**src/sv/tzp_pkg.sv**
```systemverilog
// Shared constants and helper functions for the time-zone string parser.
package tzp_pkg;

   // Fixed field widths of the items.
   localparam int unsigned BYTE_W   = 8;
   localparam int unsigned OFS_W    = 32;
   localparam int unsigned CFG_W    = 18;
   localparam int unsigned FIELD_W  = 14;
   localparam int unsigned DIGIT_W  = 17;
   localparam int unsigned SUM_W    = 26;

   // Decimal fields stop growing at this value.
   localparam logic [FIELD_W-1:0] FIELD_MAX = 14'd9999;

   localparam logic [SUM_W-1:0] SECS_PER_HOUR = 26'd3600;
   localparam logic [SUM_W-1:0] SECS_PER_MIN  = 26'd60;
   localparam logic [DIGIT_W-1:0] DECIMAL_BASE = 17'd10;

   localparam logic signed [CFG_W-1:0] DEFAULT_OFFSET_RESET = -18'sd28800;

   // Name length reported when the variable is absent.
   localparam int unsigned ABSENT_NAME_LEN = 3;

   // Character codes that steer the parse.
   localparam logic [BYTE_W-1:0] CHAR_NUL   = 8'h00;
   localparam logic [BYTE_W-1:0] CHAR_MINUS = 8'h2D;
   localparam logic [BYTE_W-1:0] CHAR_PLUS  = 8'h2B;
   localparam logic [BYTE_W-1:0] CHAR_COLON = 8'h3A;
   localparam logic [BYTE_W-1:0] CHAR_ZERO  = 8'h30;
   localparam logic [BYTE_W-1:0] CHAR_NINE  = 8'h39;
   localparam logic [BYTE_W-1:0] CHAR_UC_A  = 8'h41;
   localparam logic [BYTE_W-1:0] CHAR_UC_Z  = 8'h5A;
   localparam logic [BYTE_W-1:0] CHAR_LC_A  = 8'h61;
   localparam logic [BYTE_W-1:0] CHAR_LC_Z  = 8'h7A;

   // Letters of the two universal zone names, first letter first.
   function automatic logic [BYTE_W-1:0] gmt_char(input logic [1:0] idx);
      logic [BYTE_W-1:0] ch;
      case (idx)
         2'd0:    ch = 8'h47;
         2'd1:    ch = 8'h4D;
         default: ch = 8'h54;
      endcase
      return ch;
   endfunction

   function automatic logic [BYTE_W-1:0] utc_char(input logic [1:0] idx);
      logic [BYTE_W-1:0] ch;
      case (idx)
         2'd0:    ch = 8'h55;
         2'd1:    ch = 8'h54;
         default: ch = 8'h43;
      endcase
      return ch;
   endfunction

   // One decimal digit appended to a field, saturating.
   function automatic logic [FIELD_W-1:0] add_digit(input logic [FIELD_W-1:0] acc,
                                                    input logic [3:0] digit);
      logic [DIGIT_W-1:0] v;
      v = DIGIT_W'(acc) * DECIMAL_BASE + DIGIT_W'(digit);
      return (v > DIGIT_W'(FIELD_MAX)) ? FIELD_MAX : v[FIELD_W-1:0];
   endfunction

endpackage

```
**src/sv/tz_offset_string_parser.sv**
```systemverilog
// Time-zone string parser: byte stream in, zone offset and name facts out.
// One item per cycle is sustained while no waiting result holds req_tready low.
// A terminating item (zero byte or absent variable) shows its result on the
// rsp side in the cycle after acceptance; the rsp register holds it until taken.
// While a result waits and is not taken, req_tready is low.
// Synchronous reset clears the parse state and loads the default offset
// of -28800 seconds.
module tz_offset_string_parser #(
   parameter int unsigned TEXT_LIMIT = 63,
   parameter int unsigned NAME_LIMIT = 9,
   localparam int unsigned LEN_W  = $clog2(NAME_LIMIT + 1),
   localparam int unsigned RSP_W  = ((tzp_pkg::OFS_W + LEN_W + 1 + 7) / 8) * 8
) (
   input  logic                         clock,
   input  logic                         reset,
   // Input items.
   input  logic                         req_tvalid,
   output logic                         req_tready,
   input  logic [7:0]                   req_tdata,  // [7:0] text_byte
   input  logic                         req_tuser,  // [0] no_variable
   // Result items.
   output logic                         rsp_tvalid,
   input  logic                         rsp_tready,
   output logic [RSP_W-1:0]             rsp_tdata,  // offset_seconds, name_length,
                                                    // universal_name, zero fill
   output logic                         rsp_tuser,  // [0] used_default
   // Default offset register.
   input  logic                         csr_valid,
   output logic                         csr_ready,
   input  logic [tzp_pkg::CFG_W-1:0]    csr_data
);

   localparam int unsigned BYTES_W = $clog2(TEXT_LIMIT + 1);
   localparam int unsigned PAD_W   = RSP_W - tzp_pkg::OFS_W - LEN_W - 1;

   typedef enum logic [2:0] {
      PH_NAME, PH_SIGN, PH_PLUS, PH_HOURS, PH_HSKIP, PH_MIN, PH_SEC, PH_DONE
   } phase_type;

   phase_type                        phase_ff, phase_in;
   logic [LEN_W-1:0]                 letters_ff, letters_in;
   logic                             gmt_ff, gmt_in;
   logic                             utc_ff, utc_in;
   logic                             minus_ff, minus_in;
   logic [tzp_pkg::FIELD_W-1:0]      hours_ff, hours_in;
   logic [tzp_pkg::FIELD_W-1:0]      minutes_ff, minutes_in;
   logic [tzp_pkg::FIELD_W-1:0]      seconds_ff, seconds_in;
   logic [BYTES_W-1:0]               bytes_ff, bytes_in;
   logic [tzp_pkg::CFG_W-1:0]        default_ff, default_in;

   logic                             rsp_valid_ff, rsp_valid_in;
   logic [tzp_pkg::OFS_W-1:0]        rsp_offset_ff, rsp_offset_in;
   logic [LEN_W-1:0]                 rsp_len_ff, rsp_len_in;
   logic                             rsp_univ_ff, rsp_univ_in;
   logic                             rsp_dflt_ff, rsp_dflt_in;

   logic [7:0]                       ch;
   logic                             absent;
   logic                             req_fire;
   logic                             is_digit;
   logic                             is_alpha;
   logic                             universal;
   logic [tzp_pkg::SUM_W-1:0]        total;
   logic [tzp_pkg::OFS_W-1:0]        magnitude;
   phase_type                        ph;

   assign ch         = req_tdata;
   assign absent     = req_tuser;
   assign req_tready = !rsp_valid_ff || rsp_tready;
   assign req_fire   = req_tvalid && req_tready;
   assign csr_ready  = 1'b1;

   assign is_digit = (ch >= tzp_pkg::CHAR_ZERO) && (ch <= tzp_pkg::CHAR_NINE);
   assign is_alpha = ((ch >= tzp_pkg::CHAR_UC_A) && (ch <= tzp_pkg::CHAR_UC_Z)) ||
                     ((ch >= tzp_pkg::CHAR_LC_A) && (ch <= tzp_pkg::CHAR_LC_Z));

   assign universal = (letters_ff == LEN_W'(3)) && (gmt_ff || utc_ff);
   assign total = tzp_pkg::SUM_W'(hours_ff) * tzp_pkg::SECS_PER_HOUR +
                  tzp_pkg::SUM_W'(minutes_ff) * tzp_pkg::SECS_PER_MIN +
                  tzp_pkg::SUM_W'(seconds_ff);
   assign magnitude = tzp_pkg::OFS_W'(total);

   always_comb begin
      phase_in     = phase_ff;
      letters_in   = letters_ff;
      gmt_in       = gmt_ff;
      utc_in       = utc_ff;
      minus_in     = minus_ff;
      hours_in     = hours_ff;
      minutes_in   = minutes_ff;
      seconds_in   = seconds_ff;
      bytes_in     = bytes_ff;
      default_in   = csr_valid ? csr_data : default_ff;
      rsp_valid_in = rsp_valid_ff && !rsp_tready;
      rsp_offset_in = rsp_offset_ff;
      rsp_len_in   = rsp_len_ff;
      rsp_univ_in  = rsp_univ_ff;
      rsp_dflt_in  = rsp_dflt_ff;

      // The byte after the name is also looked at as sign, and then as '+'.
      ph = phase_ff;
      if (ph == PH_NAME && !is_alpha) begin
         ph = PH_SIGN;
      end
      if (ph == PH_SIGN && ch != tzp_pkg::CHAR_MINUS) begin
         ph = PH_PLUS;
      end

      if (req_fire) begin
         if (absent || ch == tzp_pkg::CHAR_NUL) begin
            rsp_valid_in = 1'b1;
            if (absent) begin
               rsp_offset_in = {{(tzp_pkg::OFS_W - tzp_pkg::CFG_W){default_ff[tzp_pkg::CFG_W-1]}},
                                default_ff};
               rsp_len_in    = LEN_W'(tzp_pkg::ABSENT_NAME_LEN);
               rsp_univ_in   = 1'b0;
               rsp_dflt_in   = 1'b1;
            end else begin
               rsp_offset_in = (minus_ff != universal) ? -magnitude : magnitude;
               rsp_len_in    = letters_ff;
               rsp_univ_in   = universal;
               rsp_dflt_in   = 1'b0;
            end
            phase_in   = PH_NAME;
            letters_in = '0;
            gmt_in     = 1'b1;
            utc_in     = 1'b1;
            minus_in   = 1'b0;
            hours_in   = '0;
            minutes_in = '0;
            seconds_in = '0;
            bytes_in   = '0;
         end else if (bytes_ff < BYTES_W'(TEXT_LIMIT)) begin
            bytes_in = bytes_ff + BYTES_W'(1);
            unique case (ph)
               PH_NAME: begin
                  if (letters_ff < LEN_W'(3)) begin
                     if (ch != tzp_pkg::gmt_char(letters_ff[1:0])) gmt_in = 1'b0;
                     if (ch != tzp_pkg::utc_char(letters_ff[1:0])) utc_in = 1'b0;
                  end
                  if (letters_ff < LEN_W'(NAME_LIMIT)) begin
                     letters_in = letters_ff + LEN_W'(1);
                  end
               end
               PH_SIGN: begin
                  minus_in = 1'b1;
                  phase_in = PH_PLUS;
               end
               PH_PLUS: begin
                  if (ch == tzp_pkg::CHAR_PLUS) begin
                     phase_in = PH_HOURS;
                  end else if (is_digit) begin
                     hours_in = tzp_pkg::add_digit(hours_ff, ch[3:0]);
                     phase_in = PH_HOURS;
                  end else begin
                     phase_in = (ch == tzp_pkg::CHAR_COLON) ? PH_MIN : PH_DONE;
                  end
               end
               PH_HOURS: begin
                  if (is_digit) begin
                     hours_in = tzp_pkg::add_digit(hours_ff, ch[3:0]);
                  end else if (ch == tzp_pkg::CHAR_PLUS) begin
                     phase_in = PH_HSKIP;
                  end else begin
                     phase_in = (ch == tzp_pkg::CHAR_COLON) ? PH_MIN : PH_DONE;
                  end
               end
               PH_HSKIP: begin
                  if (!is_digit && ch != tzp_pkg::CHAR_PLUS) begin
                     phase_in = (ch == tzp_pkg::CHAR_COLON) ? PH_MIN : PH_DONE;
                  end
               end
               PH_MIN: begin
                  if (is_digit) begin
                     minutes_in = tzp_pkg::add_digit(minutes_ff, ch[3:0]);
                  end else begin
                     phase_in = (ch == tzp_pkg::CHAR_COLON) ? PH_SEC : PH_DONE;
                  end
               end
               PH_SEC: begin
                  if (is_digit) begin
                     seconds_in = tzp_pkg::add_digit(seconds_ff, ch[3:0]);
                  end else begin
                     phase_in = PH_DONE;
                  end
               end
               PH_DONE: begin
                  phase_in = PH_DONE;
               end
            endcase
         end
      end
   end

   always_ff @(posedge clock) begin
      if (reset) begin
         phase_ff     <= PH_NAME;
         letters_ff   <= '0;
         gmt_ff       <= 1'b1;
         utc_ff       <= 1'b1;
         minus_ff     <= 1'b0;
         hours_ff     <= '0;
         minutes_ff   <= '0;
         seconds_ff   <= '0;
         bytes_ff     <= '0;
         default_ff   <= tzp_pkg::DEFAULT_OFFSET_RESET;
         rsp_valid_ff <= 1'b0;
      end else begin
         phase_ff     <= phase_in;
         letters_ff   <= letters_in;
         gmt_ff       <= gmt_in;
         utc_ff       <= utc_in;
         minus_ff     <= minus_in;
         hours_ff     <= hours_in;
         minutes_ff   <= minutes_in;
         seconds_ff   <= seconds_in;
         bytes_ff     <= bytes_in;
         default_ff   <= default_in;
         rsp_valid_ff <= rsp_valid_in;
      end
      rsp_offset_ff <= rsp_offset_in;
      rsp_len_ff    <= rsp_len_in;
      rsp_univ_ff   <= rsp_univ_in;
      rsp_dflt_ff   <= rsp_dflt_in;
   end

   assign rsp_tvalid = rsp_valid_ff;
   assign rsp_tdata  = {PAD_W'(0), rsp_univ_ff, rsp_len_ff, rsp_offset_ff};
   assign rsp_tuser  = rsp_dflt_ff;

   // The counters never pass their limits and the fields never pass saturation.
   a_counts_bounded: assert property (@(posedge clock) disable iff (reset)
      letters_ff <= LEN_W'(NAME_LIMIT) && bytes_ff <= BYTES_W'(TEXT_LIMIT))
      else $error("letter or byte count beyond its limit");

   a_fields_saturate: assert property (@(posedge clock) disable iff (reset)
      hours_ff <= tzp_pkg::FIELD_MAX && minutes_ff <= tzp_pkg::FIELD_MAX &&
      seconds_ff <= tzp_pkg::FIELD_MAX)
      else $error("decimal field beyond saturation value");

   // A terminating item leaves a fresh parse state behind it.
   a_clear_after_result: assert property (@(posedge clock) disable iff (reset)
      (req_fire && (absent || ch == tzp_pkg::CHAR_NUL)) |=>
         (phase_ff == PH_NAME && letters_ff == '0 && bytes_ff == '0 &&
          hours_ff == '0 && rsp_valid_ff))
      else $error("parse state not cleared after a result");

   // A default result always reports a three-letter, non-universal name.
   a_default_shape: assert property (@(posedge clock) disable iff (reset)
      (rsp_valid_ff && rsp_dflt_ff) |->
         (rsp_len_ff == LEN_W'(tzp_pkg::ABSENT_NAME_LEN) && !rsp_univ_ff))
      else $error("default result with wrong name facts");

endmodule

```
**config.mk**
```make
export PLATFORM = sky130hd
export DESIGN_NAME = tz_offset_string_parser
export DESIGN_NICKNAME = d
export VERILOG_FILES = /design/src/sv/tzp_pkg.sv /design/src/sv/tz_offset_string_parser.sv
export SDC_FILE = /design/constraint.sdc
export NUM_CORES = 1
export LEC_CHECK = 0
export ABC_AREA = 1
export BUFFER_PORTS_ARGS = -buffer_cell sky130_fd_sc_hd__buf_2
export CORE_MARGIN = 2
export CORE_UTILIZATION = 55
export CTS_CLUSTER_DIAMETER = 60
export DETAILED_ROUTE_END_ITERATION = 6
export PLACE_DENSITY_LB_ADDON = 0.2
export SLEW_MARGIN = 20
export SYNTH_ARGS = -nofsm -noshare
export SYNTH_HDL_FRONTEND = slang
export SYNTH_SLANG_ARGS = --single-unit
```
**constraint.sdc**
```tcl
create_clock -name clock -period 5.2 [get_ports clock]
set_clock_uncertainty 0.1 [all_clocks]
set_input_delay 0.78 -clock clock [delete_from_list [all_inputs] [get_ports clock]]
set_output_delay 0.78 -clock clock [all_outputs]
set_load 0.02 [all_outputs]
```
==> results of run 1 <==
==> cells by family (layout without fill, tap and decap cells) <==
group           after synthesis  count (layout)
buf+inv                     413             651
flops                       115             115
xor+xnor                     61              61
compound gates              235             235
other cells                   2               4
fa+ha+maj                   251             251
simple gates               1107            1107
==> power breakdown <==
group          total, mW  switching, mW  internal, mW
clock network       1.15          0.470         0.685
registers          0.988         0.0184         0.970
logic              0.577          0.352         0.225
==> flip-flops by register name (all words and copies together), names as in the netlist, 3 cells and up <==
register	cells
minutes_ff	14
rsp_len_ff	4
letters_ff	4
hours_ff	14
phase_ff	3
bytes_ff	6
rsp_offset_ff	32
seconds_ff	14
default_ff	18
==> stage by stage <==
stage	setup slack [ps]	instance area [um^2]	std cells	hold slack [ps]
floorplan	-20.35	14810	2186	319.3
global placement	-278.2	16380	2690	330.4
detailed placement	-436.9	16380	2690	333.1
CTS	-268.7	17630	2750	347.1
global route	-748.7	18110	2759	363.8
finish	-481.6	18110	2759	346.6
==> cell usage in the layout, fill, tap and decap left out, types with 20 or more instances in the layout <==
cell | Yosys | layout
sky130_fd_sc_hd__nand2_1 | 605 | 552
sky130_fd_sc_hd__inv_1 | 369 | 346
sky130_fd_sc_hd__ha_1 | 189 | 162
sky130_fd_sc_hd__buf_4 | 7 | 162
sky130_fd_sc_hd__nand3_1 | 162 | 148
sky130_fd_sc_hd__nor2_1 | 168 | 142
sky130_fd_sc_hd__a21oi_1 | 120 | 101
sky130_fd_sc_hd__nand4_1 | 76 | 76
sky130_fd_sc_hd__buf_2 | 6 | 71
sky130_fd_sc_hd__nand2_2 | 30 | 68
sky130_fd_sc_hd__dfxtp_1 | 77 | 68
sky130_fd_sc_hd__o21ai_0 | 74 | 62
sky130_fd_sc_hd__fa_1 | 62 | 59
sky130_fd_sc_hd__edfxtp_1 | 38 | 38
sky130_fd_sc_hd__xor2_1 | 40 | 33
sky130_fd_sc_hd__inv_2 | 7 | 29
sky130_fd_sc_hd__nor2_2 | 15 | 27
sky130_fd_sc_hd__ha_4 | 0 | 27
sky130_fd_sc_hd__nor2_4 | 6 | 20
==> tightest hold or removal path, stage by stage, from the launching register on <==
cell	delay [ps]
sky130_fd_sc_hd__dfxtp_1	310
sky130_fd_sc_hd__nand2_1	60
sky130_fd_sc_hd__nand2_1	40
==> path summary, 6_finish.rpt <==
check	start	cells past startpoint	to
worst max-delay path	hours_ff[2]	27	rsp_offset_ff[27]
worst min-delay path	utc_ff	2	utc_ff
worst max register to register	hours_ff[2]	27	rsp_offset_ff[27]
worst min register to register	utc_ff	2	utc_ff
==> routing by layer <==
metal / track usage (%) / vias to the layer above / wire length, um
met4: 8.696 / 0 / 1530
met2: 50.73 / 460 / 20620
met1: 35.10 / 7005 / 17380
li1: - / 7478 / -
met5: 0 / - / 0
met3: 2.931 / 133 / 2081
==> layout make-up <==
cell class	instances	area, um^2	share of cell area (%)
clock buffer	20	457.9	2.529
inverter	379	1425	7.870
sequential	115	2701	14.92
multi-input combinational	1658	11350	62.66
tap	335	419.2	2.315
timing repair buffer	240	1650	9.114
clock inverter	12	107.6	0.5942
==> timing repair <==
| action | 4_1_cts | 5_1_grt |
|---|---|---|
| setup endpoints to repair | 18 | 20 |
| pin swaps | 70 | 49 |
| buffers inserted | 28 | 9 |
| gates cloned | 0 | 0 |
| gates resized for setup | 115 | 93 |
==> results.txt, run 1 <==
The run finished, with violations left. The checks that failed: design-rule violations, negative setup slack. Clock tree synthesis selected as its root buffer the cell sky130_fd_sc_hd__clkbuf_16.

The adder and majority cell fraction of the synthesized area is approximately a quarter. The clock drives roughly 120 sinks. In this design, the largest share of critical-path delay is due to adder cells. The min-delay analysis places its worst path in the category reg2reg. By area the synthesized netlist is led by sky130_fd_sc_hd__ha_1 16%, sky130_fd_sc_hd__nand2_1 16%, sky130_fd_sc_hd__dfxtp_1 11%. For this design, the CTS-stage hold fixing added 0 buffers.

The die covers ~0.028 mm^2. By area, the combinational part of the netlist is dominated by simple AND/OR/NAND/NOR gates. The highest fanout seen on the critical path is 5. After detailed routing, the number of vias per cell comes to between 5 and 6. The main flop type after synthesis is sky130_fd_sc_hd__dfxtp_1.

Counting distinct cell types in the post-synthesis netlist gives 56. The number of global-route vias before repair is ~14,000. On the critical path, the stage with the largest delay is an instance of sky130_fd_sc_hd__fa_1. The total congestion overflow after global routing is 0. The sum of internal, switching and leakage power is between 2 and 3 mW. The static leakage is 9.666 nW. The net count reported at finish came out at between 2,000 and 3,000.

The average detailed-routed wire length per instance is around 15 um. The total wirelength of the detailed-routed design is 41.62 mm. The DRC violations left came out at 5. Once the floorplan was initialized, standard cells occupied around 56% of the core. The arrival time at the worst endpoint is between 5000 and 6000 ps.

In the final timing run, aggregate negative setup slack is -7388 ps. Summing the sequential cell areas from Yosys gives about 18% of the chip area. The mean cell area of the mapped netlist came out at ~6.7 um^2.

At the pin with the least slew margin, the transition time is between 1000 and 1500 ps. In this run the remaining antenna-violating nets after routing total 0. The die width came out at roughly 170 um. The clock transition at the registers of the reported paths came out at roughly 60 ps. After synthesis, the share of flip-flops with an asynchronous set or reset is 0%. The number of iterations in the first detailed-routing pass came out at 7. The XOR/XNOR share of the synthesized area came out at ~3.8%.

The fraction of post-synthesis cell area in the top cell type by area came out at between 15 and 20%. The detailed placement HPWL is slightly below 30 mm. The global placer's final weighted congestion is around 0.9.

The number of CTS-inserted buffers is 17. The clock latency at the later pin of the worst-skew pair is 430 ps. Yosys instantiated no cell more often than sky130_fd_sc_hd__nand2_1. Synthesis inferred about 120 register bits. The initial antenna violation count is 0.

The number of violations of the max-capacitance limit is 0. The number of vias in the routed layout is roughly 15,000. The required time at the worst-slack endpoint came out at approximately 5300 ps. The maximum cell stage delay along the critical path is 570 ps. The Yosys warning count came out at 0. The largest total area in the synthesized netlist belongs to sky130_fd_sc_hd__ha_1. The longest clock path from root to sink contains 2 buffers. Setup repair after global routing could not meet its margin everywhere. The post-synthesis instance area came out at roughly 0.015 mm^2. The power density over cell area is between 150 and 200 mW/mm^2. The y dimension of the die is about 170 um.

The worst-case register-to-register setup slack is -480 ps. TritonCTS built the clock tree. The final critical-path required period is roughly 5700 ps. Counting instances in the post-synthesis netlist gives the leading cell types as 605 x sky130_fd_sc_hd__nand2_1, 369 x sky130_fd_sc_hd__inv_1, 189 x sky130_fd_sc_hd__ha_1. The number of enable-type register cells in the synthesized netlist came out at 38. The number of diodes added for antenna fixing is 0. The highest ir drop seen on vdd is between 0.15 and 0.2 mV.

The wire length of the first global-routing pass came out at about 66 mm. The post-route core utilization is 69.29%. The share of final-layout standard cells stronger than drive strength 1 came out at 22.52%. The fraction of the mapped netlist area in compound gates is just under 9%. STA classifies the critical path startpoint as a flip-flop. The area fraction in and, or, nand and nor cells after synthesis came out at 33.45%. The number of H-tree levels came out at 4. The fmax is ~180 MHz. The mux contribution to synthesized area came out at 0%. The worst setup path is captured at a flip-flop. The hold violation count in the final report was 0. For this run, the total global-route usage over all layers was measured as between 20% and 30%.

The worst path uses 109.3% of the clock period. The number of failing setup endpoints in the final timing report came out at 19. The area inside the core boundary came out at between 0.02 and 0.03 mm^2. The DRC marker count from the first detailed-route iteration came out at 1,244. The number of buffers inserted by port buffering is just over 70.

In the synthesized netlist, the number of instances is 2,184. The relative max-transition margin is a little over 30%. The cell row count came out at 59. The count of buffering cells on the critical path with inverters included is 3.

Pin placement for this block handled 76 I/O pins. The relative area change from synthesis to final layout is 23.60%. The worst setup margin is -481.6 ps. The worst setup path is of the reg2reg kind. The maximum number of pins on one net before global-route repair is between 50 and 60. The layout filler cell count came out at approximately 2,200.

The final number of max-transition violations came out at 0.
Note: power is estimated with default switching activity, not from simulation.
==> run 2, diff against run 1 <==
MAX_ROUTING_LAYER = met4   (was not set)
clock period = 6.95 ns   (was 5.2 ns; I/O delays follow)
==> run 2 against run 1 <==
Against the previous run: the run ends with design-rule violations left; non-clock buffer count fell by 166; via count decreased by 7.5%; wire length down 14%; critical path depth increased by 3; fmax shrank 10%; combinational power fell by 45%; clock-buffer cell count is 1 higher; highest routed layer unchanged.
==> results.txt, run 2 (same netlist as run 1, synthesis figures left out) <==
The clock group share of total power came out at 46.4% (+4.0 points). The average detailed-routed wire length per instance came out at 13.73 um (-9.0%). The static leakage came out at 8.685 nW (-10%).

The worst hold margin is 354.3 ps (+7.669 ps). The number of global-route vias before repair came out at 13,110 (-9.3%). The share of final-layout standard cells stronger than drive strength 1 came out at 8.370% (-14 points). The clock latency at the later pin of the worst-skew pair was 430 ps (about the same). Relative to the synthesized area, the layout overhead comes to 8.344%. The minimum setup slack after placement came to 681.4 ps (+1118 ps). The library cell used most frequently in the layout, excluding fill and tap cells, is sky130_fd_sc_hd__nand2_1. The final critical-path required period was 6347 ps (+665.5 ps). The number of diodes added for antenna fixing is 0 (unchanged). The required time at the worst-slack endpoint came out at 7020 ps (+1750 ps).

The total congestion overflow after global routing came out at 0 (unchanged). The slowest cell on the critical path is sky130_fd_sc_hd__fa_1. Leaving out fill and tap cells, the most frequent cells in the layout are 605 x sky130_fd_sc_hd__nand2_1, 369 x sky130_fd_sc_hd__inv_1, 189 x sky130_fd_sc_hd__ha_1. The total wirelength of the detailed-routed design is 35.60 mm (-14%).

The total of cells resized after clock tree synthesis is 0 (-100%). The cell seen most often among critical-path stages is sky130_fd_sc_hd__nand3_1. The slew at the pin closest to its max-slew limit was 1063 ps (+24.08 ps). The worst setup path is launched from a flip-flop. The initial antenna violation count came out at 0 (unchanged). The internal power is 1.400 mW (-26%). The flip-flop count of the largest register after layout came out at 32 (unchanged).

The instance area after placement is 0.01527 mm^2 (-6.8%). The cell row count was 59 (unchanged). The DRC marker count from the first detailed-route iteration is 1,089 (-12%).

The fraction of the cycle the final worst path needs came out at 91.32% (-18 points). The worst setup path is captured at a flip-flop. The total global routing track utilization is 26.45% (-1.6 points). The final number of max-transition violations is 0 (unchanged). The relative max-transition margin came out at 29.13% (-1.6 points).

The switching part of the total power is 29.25% (-1.7 points). The sequential power share came out at 37.5% (+1.2 points). The number of vias in the routed layout was 13,950 (-7.5%).

The checks that failed: design-rule violations. The largest registers in the layout are rsp_offset_ff: 32 flops, default_ff: 18 flops. The hold violation count in the final report is 0 (unchanged). The net switching power is 0.5789 mW (-31%). The die area is 0.02796 mm^2 (unchanged). The number of H-tree levels is 4 (unchanged).

The CTS sink count came out at 115 (unchanged). The final standard cell area without fillers came out at 0.01587 mm^2 (-12%). The net count reported at finish came out at 2,528 (-6.2%).

By startpoint and endpoint, the worst setup path is classified as reg2reg. TritonCTS built the clock tree. The DRC violations left was 4 (-1). The via density per instance came to 5.378 (-1.6%). The starting utilization of the core area is 56.06% (unchanged).

The number of I/O pins is 76 (unchanged). The fmax came out at 157.6 MHz (-10%). The maximum number of pins on one net before global-route repair is 51 (unchanged). The count of hold buffers inserted by post-cts repair is 0 (unchanged).

The number of failing setup endpoints in the final timing report was 0 (-19). The die width is 167.2 um (unchanged). The post-route antenna net violation count came out at 0 (unchanged). The highest fanout seen on the critical path came out at 7 (+2). The area inside the core boundary came out at 0.02613 mm^2 (unchanged).

Clock tree synthesis selected as its root buffer the cell sky130_fd_sc_hd__clkbuf_16. The number of CTS-inserted buffers came to 17 (unchanged). The wire length of the first global-routing pass is 60.15 mm (-8.2%). The number of iterations in the first detailed-routing pass is 7 (unchanged). The clock transition at the registers of the reported paths is 60 ps (about the same). Setup repair after global routing left no endpoint under its margin. The maximum cell stage delay along the critical path came to 550 ps (-20 ps).

The number of buffers inserted by port buffering is 71 (unchanged). The register containing the most flip-flops in the final layout is rsp_offset_ff. The highest ir drop seen on vdd is 0.1146 mV (-37%). The number of violations of the max-capacitance limit is 0 (unchanged).

The power density over cell area came out at 124.7 mW/mm^2 (-17%). The worst setup margin is 602.9 ps (+1085 ps). The number of buffers on the longest clock path is 2 (unchanged). The detailed placement HPWL came out at 28.77 mm (-2.7%). The run finished, with violations left.

The tightest min-delay check is of the reg2reg type. The buffer count from post-CTS setup fixing is 0 (-100%). The y dimension of the die is 167.2 um (unchanged). The arrival time at the worst endpoint is 6420 ps (+670 ps). The global placer's final weighted congestion came out at 0.8898 (-3.4%). The fraction of power consumed by combinational cells came out at 16.1% (-5.1 points). The final-layout setup total negative slack came to 0 ps (+7388 ps).
-- run 2: changes by cell type in the layout (fill, tap and decap cells not counted), sizes merged --
| cell | change |
|---|---|
| buf | -166 |
| bufinv | +1 |
| clkbuf | +1 |
| clkinv | -3 |
| inv | +1 |
-- run 2: routing by layer --
layer | track usage [%] | part of all wire (%) | up-vias
met4 | 6.314 | 1.5 | 0
met1 | 33.76 | 46 | 6443
met5 | - | 0 | -
li1 | - | - | 7159
met3 | 3.522 | 4.3 | 48
met2 | 44.74 | 48 | 295
-- run 2: power by group through the flow --
| stage | clock, mW | combinational, mW | sequential (mW) |
|---|---|---|---|
| after floorplan | 0 | 0.220 | 0.769 |
| after global placement | 0 | 0.307 | 0.756 |
| after detailed placement | 0 | 0.315 | 0.757 |
| after CTS | 0.923 | 0.316 | 0.742 |
| after global routing | 0.954 | 0.358 | 0.746 |
| final | 0.918 | 0.318 | 0.742 |
-- run 2: final cells by class --
class | instances | area [um^2]
Clock buffer | 21 | 481.7
Clock inverter | 11 | 123.9
Fill cell | 2450 | 10260
Inverter | 379 | 1423
Multi-Input combinational cell | 1658 | 10360
Sequential cell | 115 | 2683
Tap cell | 335 | 419.2
Timing Repair Buffer | 74 | 377.9
-- run 2: worst paths after layout --
check,start,endpoint,slack (ps),cells after the start
setup / recovery,minutes_ff[1],rsp_offset_ff[23],600,30
hold / removal,gmt_ff,gmt_ff,350,2
setup reg to reg,minutes_ff[1],rsp_offset_ff[23],600,30
hold reg to reg,gmt_ff,gmt_ff,350,2
-- run 2: worst max-delay path: cells and delay by family, from the launching register on --
family          cells  cell delay [ps]
fa+ha+maj           5             2130
flops               1              500
buf+inv             1               70
simple gates       17             1890
compound gates      5              930
xor+xnor            2              490
-- run 2: through the flow --
stage	utilization, %	power [mW]	std cells
2_1_floorplan	-	0.9892	2186
3_3_place_gp	58.42	1.062	2561
3_5_place_dp	58.42	1.071	2561
4_1_cts	60.74	1.982	2593
5_1_grt	60.74	2.057	2593
6_report	60.74	1.979	2593
